$ cat src/rtl/modbus_ascii_frame_decoder_unit_macros.svh
// Assertion macros for the frame decoder RTL.
`ifndef MODBUS_ASCII_FRAME_DECODER_UNIT_MACROS_SVH
`define MODBUS_ASCII_FRAME_DECODER_UNIT_MACROS_SVH

// Property checked on every clock edge outside reset.
`define MAFD_ASSERT_RST(label, prop, msg) \
	label: assert property (@(posedge clk) disable iff (!arst_n) (prop)) else $error(msg);

// Property checked on every clock edge, reset included.
`define MAFD_ASSERT_ALWAYS(label, prop, msg) \
	label: assert property (@(posedge clk) (prop)) else $error(msg);

`endif

$ cat src/rtl/mafd_pkg.sv
// Types, constants and helpers for the Modbus ASCII frame decoder.
package mafd_pkg;

	localparam int unsigned MAX_FRAME_CHARS = 513;
	localparam logic [9:0] COUNT_MAX = 10'd1023;
	localparam logic [9:0] FRAME_CHARS_MAX = 10'(MAX_FRAME_CHARS);
	localparam logic [9:0] FLOOR_MIN_CHARS = 10'd7;
	localparam logic [8:0] CAPACITY_RESET = 9'd256;
	localparam logic [9:0] MIN_CHARS_RESET = 10'd9;
	localparam int unsigned QUEUE_DEPTH = 4;

	localparam logic [7:0] CHAR_COLON = 8'h3A;
	localparam logic [7:0] CHAR_CR = 8'h0D;
	localparam logic [7:0] CHAR_LF = 8'h0A;

	// configuration register indexes
	localparam logic CFG_BYTE_LIMIT = 1'b0;
	localparam logic CFG_MIN_FRAME_CHARS = 1'b1;

	typedef enum logic {
		KIND_DATA = 1'b0,
		KIND_STATUS = 1'b1
	} kind_t;

	typedef enum logic [3:0] {
		ST_OK = 4'd0,
		ST_SHORT = 4'd1,
		ST_LONG = 4'd2,
		ST_NO_START = 4'd3,
		ST_NO_CRLF = 4'd4,
		ST_ODD = 4'd5,
		ST_CAPACITY = 4'd6,
		ST_BAD_HEX = 4'd7,
		ST_LRC = 4'd8
	} status_t;

	typedef struct packed {
		logic [8:0] byte_limit;
		logic [9:0] min_frame_chars;
	} cfg_t;

	typedef struct packed {
		kind_t kind;
		logic [7:0] data_byte;
		logic [7:0] byte_index;
		status_t status;
		logic [7:0] station_address;
		logic [7:0] payload_len;
		logic run_end;
	} res_t;

	// up to two results per character, byte first
	typedef struct packed {
		logic byte_vld;
		res_t byte_res;
		logic stat_vld;
		res_t stat_res;
	} push_t;

	// {valid, nibble}
	function automatic logic [4:0] hex_value(input logic [7:0] c);
		logic [4:0] r;
		r = 5'd0;
		if (c >= 8'h30 && c <= 8'h39) begin
			r = {1'b1, 4'(c - 8'h30)};
		end else if (c >= 8'h41 && c <= 8'h46) begin
			r = {1'b1, 4'(c - 8'h37)};
		end else if (c >= 8'h61 && c <= 8'h66) begin
			r = {1'b1, 4'(c - 8'h57)};
		end
		return r;
	endfunction

endpackage

$ cat src/rtl/mafd_frame_core.sv
// Per-character frame state, hex pair decode, LRC sum and end-of-frame judgment.
module mafd_frame_core (
	input logic clk,
	input logic arst_n,
	input logic step,
	input logic [7:0] frame_char,
	input logic final_char,
	input mafd_pkg::cfg_t cfg,
	output mafd_pkg::push_t push
);
	import mafd_pkg::*;

	logic [9:0] char_count_q, char_count_n;
	logic [7:0] hist0_q, hist0_n, hist1_q, hist1_n;
	logic [3:0] high_nibble_q, high_nibble_n;
	logic nibble_phase_q, nibble_phase_n;
	logic [7:0] byte_sum_q, byte_sum_n;
	logic [7:0] first_byte_q, first_byte_n;
	logic start_seen_q, start_seen_n;
	logic hex_fault_q, hex_fault_n;

	logic [4:0] hv;
	logic [7:0] dec_byte;
	logic [9:0] p_minus4;
	logic [8:0] idx;
	logic [9:0] lo;
	logic [9:0] total_minus3;
	logic [8:0] dec;
	status_t st;

	always_comb begin
		char_count_n = char_count_q;
		hist0_n = frame_char;
		hist1_n = hist0_q;
		high_nibble_n = high_nibble_q;
		nibble_phase_n = nibble_phase_q;
		byte_sum_n = byte_sum_q;
		first_byte_n = first_byte_q;
		start_seen_n = start_seen_q;
		hex_fault_n = hex_fault_q;
		hv = hex_value(hist1_q);
		dec_byte = {high_nibble_q, hv[3:0]};
		p_minus4 = char_count_q - 10'd4;
		idx = p_minus4[9:1];
		push = '0;

		if (char_count_q == 10'd0) begin
			start_seen_n = (frame_char == CHAR_COLON);
		end else if (char_count_q >= 10'd3) begin
			if (!hv[4]) begin
				hex_fault_n = 1'b1;
			end
			if (!nibble_phase_q) begin
				high_nibble_n = hv[3:0];
				nibble_phase_n = 1'b1;
			end else begin
				nibble_phase_n = 1'b0;
				byte_sum_n = byte_sum_q + dec_byte;
				if (idx == 9'd0) begin
					first_byte_n = dec_byte;
				end
				if (start_seen_n && !hex_fault_n && idx < cfg.byte_limit
						&& idx <= 9'd255) begin
					push.byte_vld = 1'b1;
					push.byte_res.kind = KIND_DATA;
					push.byte_res.data_byte = dec_byte;
					push.byte_res.byte_index = idx[7:0];
					push.byte_res.status = ST_OK;
					push.byte_res.run_end = !final_char;
				end
			end
		end

		if (char_count_q != COUNT_MAX) begin
			char_count_n = char_count_q + 10'd1;
		end

		// end-of-frame checks in priority order
		lo = (cfg.min_frame_chars < FLOOR_MIN_CHARS) ? FLOOR_MIN_CHARS : cfg.min_frame_chars;
		total_minus3 = char_count_n - 10'd3;
		dec = total_minus3[9:1];
		if (char_count_n < lo) begin
			st = ST_SHORT;
		end else if (char_count_n > FRAME_CHARS_MAX) begin
			st = ST_LONG;
		end else if (!start_seen_n) begin
			st = ST_NO_START;
		end else if (hist1_n != CHAR_CR || hist0_n != CHAR_LF) begin
			st = ST_NO_CRLF;
		end else if (total_minus3[0]) begin
			st = ST_ODD;
		end else if (dec > 9'd255) begin
			st = ST_LONG;
		end else if (cfg.byte_limit < dec) begin
			st = ST_CAPACITY;
		end else if (hex_fault_n) begin
			st = ST_BAD_HEX;
		end else if (byte_sum_n != 8'd0) begin
			st = ST_LRC;
		end else begin
			st = ST_OK;
		end

		if (final_char) begin
			push.stat_vld = 1'b1;
			push.stat_res.kind = KIND_STATUS;
			push.stat_res.status = st;
			push.stat_res.run_end = 1'b1;
			if (st == ST_OK) begin
				push.stat_res.station_address = first_byte_n;
				push.stat_res.payload_len = 8'(dec - 9'd2);
			end
		end

		if (!step) begin
			push.byte_vld = 1'b0;
			push.stat_vld = 1'b0;
		end
	end

	always_ff @(posedge clk or negedge arst_n) begin
		if (!arst_n) begin
			char_count_q <= '0;
			hist0_q <= '0;
			hist1_q <= '0;
			high_nibble_q <= '0;
			nibble_phase_q <= 1'b0;
			byte_sum_q <= '0;
			first_byte_q <= '0;
			start_seen_q <= 1'b0;
			hex_fault_q <= 1'b0;
		end else if (step) begin
			if (final_char) begin
				char_count_q <= '0;
				hist0_q <= '0;
				hist1_q <= '0;
				high_nibble_q <= '0;
				nibble_phase_q <= 1'b0;
				byte_sum_q <= '0;
				first_byte_q <= '0;
				start_seen_q <= 1'b0;
				hex_fault_q <= 1'b0;
			end else begin
				char_count_q <= char_count_n;
				hist0_q <= hist0_n;
				hist1_q <= hist1_n;
				high_nibble_q <= high_nibble_n;
				nibble_phase_q <= nibble_phase_n;
				byte_sum_q <= byte_sum_n;
				first_byte_q <= first_byte_n;
				start_seen_q <= start_seen_n;
				hex_fault_q <= hex_fault_n;
			end
		end
	end

endmodule

$ cat src/rtl/mafd_out_queue.sv
// Four-entry result queue: takes up to two results per cycle, delivers one.
module mafd_out_queue (
	input logic clk,
	input logic arst_n,
	input mafd_pkg::push_t push,
	output logic room,
	output logic out_valid,
	input logic out_ready,
	output mafd_pkg::res_t out_res
);
	import mafd_pkg::*;

	res_t entries_q [QUEUE_DEPTH];
	logic [1:0] wr_ptr_q, rd_ptr_q;
	logic [2:0] cnt_q, cnt_n;
	logic pop;
	logic [1:0] wr_ptr_b;
	logic [2:0] npush;

	assign out_valid = (cnt_q != 3'd0);
	assign out_res = entries_q[rd_ptr_q];
	assign pop = out_valid && out_ready;
	// two free slots needed before a character may advance
	assign room = (cnt_q <= 3'd2);
	assign npush = {2'b00, push.byte_vld} + {2'b00, push.stat_vld};
	assign wr_ptr_b = wr_ptr_q + {1'b0, push.byte_vld};
	assign cnt_n = cnt_q + npush - {2'b00, pop};

	always_ff @(posedge clk) begin
		if (push.byte_vld) begin
			entries_q[wr_ptr_q] <= push.byte_res;
		end
		if (push.stat_vld) begin
			entries_q[wr_ptr_b] <= push.stat_res;
		end
	end

	always_ff @(posedge clk or negedge arst_n) begin
		if (!arst_n) begin
			wr_ptr_q <= '0;
			rd_ptr_q <= '0;
			cnt_q <= '0;
		end else begin
			wr_ptr_q <= wr_ptr_q + npush[1:0];
			if (pop) begin
				rd_ptr_q <= rd_ptr_q + 2'd1;
			end
			cnt_q <= cnt_n;
		end
	end

	`include "modbus_ascii_frame_decoder_unit_macros.svh"

	`MAFD_ASSERT_RST(a_cnt_bound, cnt_q <= 3'(QUEUE_DEPTH), "queue count beyond depth")
	`MAFD_ASSERT_RST(a_push_room, (push.byte_vld || push.stat_vld) |-> cnt_q <= 3'd2, "push, no room")
	`MAFD_ASSERT_RST(a_pair_order, (push.byte_vld && push.stat_vld) |-> !push.byte_res.run_end, "byte ends run")

endmodule

$ cat src/rtl/modbus_ascii_frame_decoder_unit.sv
// Top level of the Modbus ASCII frame decoder.
// Usage:
//   s_* carries one frame character per transaction in s_tdata[7:0]; s_tlast marks
//   the final character of a frame (normally the LF of CR LF).
//   m_* carries results: tuser 0 = decoded data byte with its index, tuser 1 =
//   end-of-frame status with station address and PDU length (zero unless ok).
//   m_tlast marks the last result caused by one character.
//   cfg_we/cfg_index/cfg_data write the decoded byte limit (0) and min_frame_chars (1);
//   write only while the block is idle.
// Timing: a character is registered, then judged once the queue has room; its
//   results are written into the output queue as it advances. One character
//   per cycle is sustained while the receiver takes results; a final character
//   that also completes a byte yields two results and the queue drains them one
//   per cycle. The four-entry output queue sets the rate under output stalls:
//   a character advances only while two queue slots are free, so s_tready drops
//   once the receiver holds back results.
// Reset clears frame state, queue and configuration (byte limit 256, minimum 9).
// Data bytes are sent before the frame is judged; discard them unless status ok.
module modbus_ascii_frame_decoder_unit (
	input logic clk,
	input logic arst_n,
	input logic s_tvalid,
	output logic s_tready,
	input logic [7:0] s_tdata, // [7:0] frame_char
	input logic s_tlast,
	output logic m_tvalid,
	input logic m_tready,
	output logic [39:0] m_tdata, // [7:0] data_byte, [15:8] byte_index, [19:16] status,
	                             // [27:20] station_address, [35:28] payload_len, rest 0
	output logic m_tuser, // [0] kind
	output logic m_tlast,
	input logic cfg_we,
	input logic cfg_index,
	input logic [9:0] cfg_data
);
	import mafd_pkg::*;

	cfg_t cfg_q;
	logic valid_s1;
	logic [7:0] char_s1;
	logic final_s1;
	logic room;
	logic adv;
	push_t push;
	res_t head;

	assign adv = valid_s1 && room;
	assign s_tready = !valid_s1 || room;

	always_ff @(posedge clk or negedge arst_n) begin
		if (!arst_n) begin
			cfg_q.byte_limit <= CAPACITY_RESET;
			cfg_q.min_frame_chars <= MIN_CHARS_RESET;
		end else if (cfg_we) begin
			case (cfg_index)
				CFG_BYTE_LIMIT: cfg_q.byte_limit <= cfg_data[8:0];
				CFG_MIN_FRAME_CHARS: cfg_q.min_frame_chars <= cfg_data;
				default: ;
			endcase
		end
	end

	always_ff @(posedge clk or negedge arst_n) begin
		if (!arst_n) begin
			valid_s1 <= 1'b0;
		end else if (s_tvalid && s_tready) begin
			valid_s1 <= 1'b1;
		end else if (adv) begin
			valid_s1 <= 1'b0;
		end
	end

	always_ff @(posedge clk) begin
		if (s_tvalid && s_tready) begin
			char_s1 <= s_tdata;
			final_s1 <= s_tlast;
		end
	end

	mafd_frame_core u_core (
		.clk(clk),
		.arst_n(arst_n),
		.step(adv),
		.frame_char(char_s1),
		.final_char(final_s1),
		.cfg(cfg_q),
		.push(push)
	);

	mafd_out_queue u_queue (
		.clk(clk),
		.arst_n(arst_n),
		.push(push),
		.room(room),
		.out_valid(m_tvalid),
		.out_ready(m_tready),
		.out_res(head)
	);

	assign m_tdata = {4'b0000, head.payload_len, head.station_address, head.status,
		head.byte_index, head.data_byte};
	assign m_tuser = head.kind;
	assign m_tlast = head.run_end;

endmodule
$ cat config.mk
export PLATFORM = sky130hd
export DESIGN_NAME = modbus_ascii_frame_decoder_unit
export DESIGN_NICKNAME = d
export VERILOG_FILES = /design/src/rtl/mafd_pkg.sv /design/src/rtl/mafd_frame_core.sv /design/src/rtl/mafd_out_queue.sv /design/src/rtl/modbus_ascii_frame_decoder_unit.sv
export VERILOG_INCLUDE_DIRS = /design/src /design/src/rtl
export SDC_FILE = /design/constraint.sdc
export NUM_CORES = 1
export LEC_CHECK = 0
export ABC_AREA = 0
export ABC_CLOCK_PERIOD_IN_PS = 6000
export BUFFER_PORTS_ARGS = -buffer_cell sky130_fd_sc_hd__buf_2
export CORE_ASPECT_RATIO = 0.6
export CORE_UTILIZATION = 62
export DETAILED_ROUTE_END_ITERATION = 8
export GPL_TIMING_DRIVEN = 0
export PLACE_DENSITY = 0.81
export SLEW_MARGIN = 20
export SYNTH_ARGS = -nofsm -noshare
export SYNTH_HDL_FRONTEND = slang
export SYNTH_SLANG_ARGS = --single-unit
$ cat constraint.sdc
create_clock -name clk -period 6 [get_ports clk]
set_clock_uncertainty 0.2 [all_clocks]
set_input_delay 0.3 -clock clk [delete_from_list [all_inputs] [get_ports clk]]
set_output_delay 0.3 -clock clk [all_outputs]
set_load 0.02 [all_outputs]
# Word level (Yosys, flattened, before mapping)
# Memory sizes are Yosys's and may differ from the RTL's.
# Cells that the tools add are included.
# W data, S select, Z words.
# word_totals
ff_bits,85
latch_bits,0
mem_bits_rw,152
mem_bits_ro,0
elab_cells,140
n_memories,1
# memory_table
name,depth,width,read_ports,rd_ports_with_merged_regs,wr,line,source
u_queue.entries_q,4,38,1,0,2,mafd_out_queue.sv:13,res_t entries_q [QUEUE_DEPTH];
# classes
n_addsub,14
multipliers,0
div,0
order_cmp,15
eq_ne,6
n_shift,0
n_mux,61
bitwise_logic,1
n_reduce_logical,25
# op_table
operator,n
$mux W22,4
$mux W8,11
$mux W4,13
$mux W10,3
$mux W1,24
$mux W21,1
$lt A9 B9 Y1,2
$ge A8 B7 Y1 const B,2
$le A8 B7 Y1 const B,2
$mux W16,1
$ne A8 B4 Y1 const B,2
$mux W5,3
$add A10 B1 Y10 const B,1
$ge A10 B2 Y1 const B,1
$gt A10 B10 Y1 const B,1
$logic_not A10 Y1,1
$lt A10 B10 Y1,1
$lt A10 B3 Y1 const B,1
$ne A10 B10 Y1 const B,1
$sub A10 B2 Y10 const B,1
$sub A10 B3 Y10 const B,1
$gt A9 B8 Y1 const B,1
$le A9 B8 Y1 const B,1
$logic_and A1 B1 Y1,9
other kinds (27),34

# Longest topological paths before layout
# logic_depth
word_depth,22
ltp_mapped,23

# Hierarchy
# Synthesis repeated with hierarchy kept, for this count alone.
# hier_totals
hier_cells,1112
hier_area_um2,14218.6
# modules_own_cells
module,instances,cells_each,area_each_um2
mafd_out_queue,1,410,7827.5
mafd_frame_core,1,642,5286.3
modbus_ascii_frame_decoder_unit,1,60,1104.8

# Worst setup path before layout
# No wires, ideal clock.
# synth_path
path_kind,register -> register
start,reg u_core.char_count_q[6]
end,mem u_queue.entries_q[3][10] (netlist bit) (data pin)
setup_time_ps,271
t_arrival_ps,4222
required_ps,5529
path_slack_ps,1307
stages_incl_launch_ff,21
path_buffers,3
period_less_slack_ps,4693
cell_sequence,dfrtp_1 clkbuf_1 nor4_1 nand2_1 xor2_1 inv_1 ha_1 a211oi_1 nand2_1 nor2_1 o311a_1 clkbuf_1 nand2_1 nor2_1 ha_1 xor2_1 nand3_1 clkinv_1 nand2_1 clkbuf_1 nor4_1
# synth_lines
item,line,source
from (decl),mafd_frame_core.sv:13,"logic [9:0] char_count_q, char_count_n;"
from (signal assigned),mafd_frame_core.sv:144,char_count_q <= char_count_n;
to (decl),mafd_out_queue.sv:13,

==> metrics <==
largest buffer count on any clock path=3; Final setup viols=0; DP Wirelength=about 26000 um; H-tree levels=1; dpl cell area=13400 um^2; largest net degree at the start of global routing=between 40 and 50; fin cells=between 1500 and 2000; top cells by area, synth=edfxtp_1 23%, dfrtp_1 14%, dfxtp_1 10%; CP required=between 6 and 7 ns; GRT overflow=0; IO buf count=64; Residual DRC=0; cts bufs inserted=22; initial antenna violation count=1; GR Util All Layers=34.8%; dpl cells=around 1600; worst skew pair latency=between 0.5 and 0.6 ns; Crit Path Class=register to register; most frequent cells in the layout=169 x nand2_1, 97 x edfxtp_1, 91 x a21oi_1; Hold Path Class=primary input to asynchronous set/reset pin; maximum clock frequency=172 MHz; area share of the largest cell type after synthesis=a little under a quarter; setup_tns=0 ns; effective utilization at floorplan=a little under two thirds; count of pins over their slew limit=0; vias in the first global route=10306; Post-Syn Instances=between 1000 and 1500; Post-synth ARST share=~32%; Worst R2R End=u_queue.entries_q[1][10]; R2R Setup Slk=between 0.15 and 0.2 ns; vias=10725; layout cells sized above 1=approximately 16%; Startpoint Class=register; MaxCap Viol Count=0; Synth Flop Type=edfxtp_1; worst r2r src=u_core.hist1_q[3]; WL final=~36000 um; yosys warns=0; VDD IR-drop max=0.257 mV; CTS Sinks=between 200 and 250; R2R cell count=16; die extent in y=~110 um; Worst EP arrival=5.90 ns; core area=20100 um^2; Rows=40; Seq/Total Area, Yosys=a little under half; status=completed; top fanout value on the critical path=10; Power Dens Cells=roughly 420 nW/um^2; CTS tree=yes; CP Capture Type=register; GPL Wtd Cong=0.951; initial DRC count=about 1500; die footprint=between 20000 and 25000 um^2; synth unique cells=between 80 and 90; Pleak=between 5 and 6 nW; fin area=~14000 um^2; Synth area leader=edfxtp_1; mean post-synth cell area=~10 um^2; first-pass GRT wire length=between 50000 and 60000 um; CP startpoint=u_core.hist1_q[3]; CTS Root Cell=clkbuf_16; clock-pin slew on the worst setup and hold paths=0.07 ns; Hold Vio Cnt, Final=0; total power=approximately 0.0061 W; routed vias/inst=6.57; # IOs=a little under 70; area growth from synthesis to final layout=13.9%; synthesized flop and latch total=approximately 240; worst relative slew slack=approximately 23%; wire length per cell after detailed routing=22.0 um; antenna viol nets, final=0; worst slew pin tran=around 1.2 ns; synthesized area=approximately 13000 um^2; RSZ-0062 raised after global routing=no; die width=187 um; EDFF count, synth=97; commonest non-fill, non-tap cell in the layout=nand2_1; Final nets=1421; min cycle time layout=~5.8 ns; iteration count of the initial detailed-routing pass=6; fin crit share=a little over nine tenths; critical path endpoint=u_queue.entries_q[1][10]
-- Yosys cell counts, types with 5 or more instances --
master and count:
a211oi_1 11, a21oi_1 92, and2_1 10, a22oi_1 11, buf_2 6, buf_6 9, inv_1 47, nor3_1 18
o31ai_1 5, nor2b_1 8, dfxtp_1 64, o211a_1 5, ha_1 51, nand3_1 40, nand2_1 170, nor2_1 52
buf_1 12, edfxtp_1 97, o21ai_1 5, mux2i_1 6, dfrtp_1 73, buf_4 11, nor4_1 72, xnor2_1 21
a21o_1 9, mux4_2 38, xor2_1 12, clkinv_1 6, nand2b_1 11, clkbuf_1 52, o21ai_0 60, nand4_1 40
mux2_2 11
-- area by class of cell --
type | instances | area (um^2)
clock buffers | 30 | 643
multi-input cells | 853 | 6090
inverters | 53 | 208
plain buffers | 88 | 452
well taps | 273 | 342
diodes | 1 | 2.50
repair buffers | 88 | 576
clock inverters | 10 | 77.6
flip-flops and latches | 237 | 6100
fillers | 1425 | 5580
-- worst max-delay path: stages (launching register included) --
cell	delay, ns
dfrtp_1	0.45
nor4b_1	0.63
o311ai_0	0.35
o21ai_2	0.29
ha_1	0.20
inv_1	0.05
fa_1	0.40
nand2b_1	0.17
a21oi_1	0.26
xor2_1	0.17
or4_1	0.49
o41ai_1	0.43
a21boi_0	0.30
o211a_1	0.28
buf_4	0.17
clkbuf_1	0.27
nor4_1	0.46
-- report_power, final --
part           internal, W  switching, W  total (W)
combinational     0.000889       0.00171    0.00260
clock             0.000798      0.000625    0.00142
sequential         0.00190      0.000156    0.00206
total              0.00359       0.00249    0.00608
-- metrics by stage --
stage          hold slack, ns  util (%)  worst slack (ns)
2_1_floorplan          -0.196         -              1.31
3_3_place_gp            0.235      66.8           -0.0883
3_5_place_dp           0.0617      66.9            -0.248
4_1_cts                0.0558      71.6           0.00587
5_1_grt                0.0893      72.2           0.00781
6_report               0.0438      72.2             0.182
-- timing repair --
item	in CTS	in global routing
endpoints found under the hold margin	102	0
pin swaps	0	1
endpoints found under the setup margin	106	193
hold buffers	21	0
gates resized for setup	6	22
setup buffers	0	2
-- worst min-delay path by stage --
stage	slack, ns	cells after the start	to	start
finish	0.04	2	valid_s1	arst_n
global route	0.09	2	u_core.byte_sum_q[3]	arst_n
CTS	0.06	2	valid_s1	arst_n
detailed placement	0.06	1	u_queue.cnt_q[0]	arst_n
global placement	0.24	2	u_queue.entries_q[2][27]	u_queue.entries_q[2][27]
floorplan	-0.20	0	cfg_q[10]	arst_n
-- metal layers --
| layer | vias up | track usage (%) | routed length, um |
|---|---|---|---|
| li1 | 4778 | - | - |
| met2 | 767 | 50.4 | 15200 |
| met1 | 5111 | 50.8 | 15200 |
| met4 | 0 | 10.5 | 791 |
| met3 | 69 | 9.80 | 4760 |
| met5 | - | 0 | 0 |
-- state kept, by name (all words and copies together), names as in the netlist, 2 cells and up --
signal,flops
u_queue.entries_q,152
cfg_q,19
u_core.char_count_q,10
char_s1,8
u_core.byte_sum_q,8
u_core.first_byte_q,8
u_core.hist0_q,8
u_core.hist1_q,8
u_core.high_nibble_q,4
u_queue.cnt_q,3
u_queue.rd_ptr_q,2
u_queue.wr_ptr_q,2
-- logic make-up (layout without fill, tap and decap cells) --
kind of cell	Yosys count	in the layout	synth area share [%]
AND/OR/NAND/NOR	457	457	18.5
AO/OA/AOI/OAI	250	250	12.5
flip-flops	237	237	47.9
buffers and inverters	143	269	5.13
multiplexers	55	55	8.17
adder cells (fa/ha/maj)	53	53	5.33
XOR/XNOR	34	34	2.40
other	1	5	0.0295
Power figures use the tool's default switching activity.
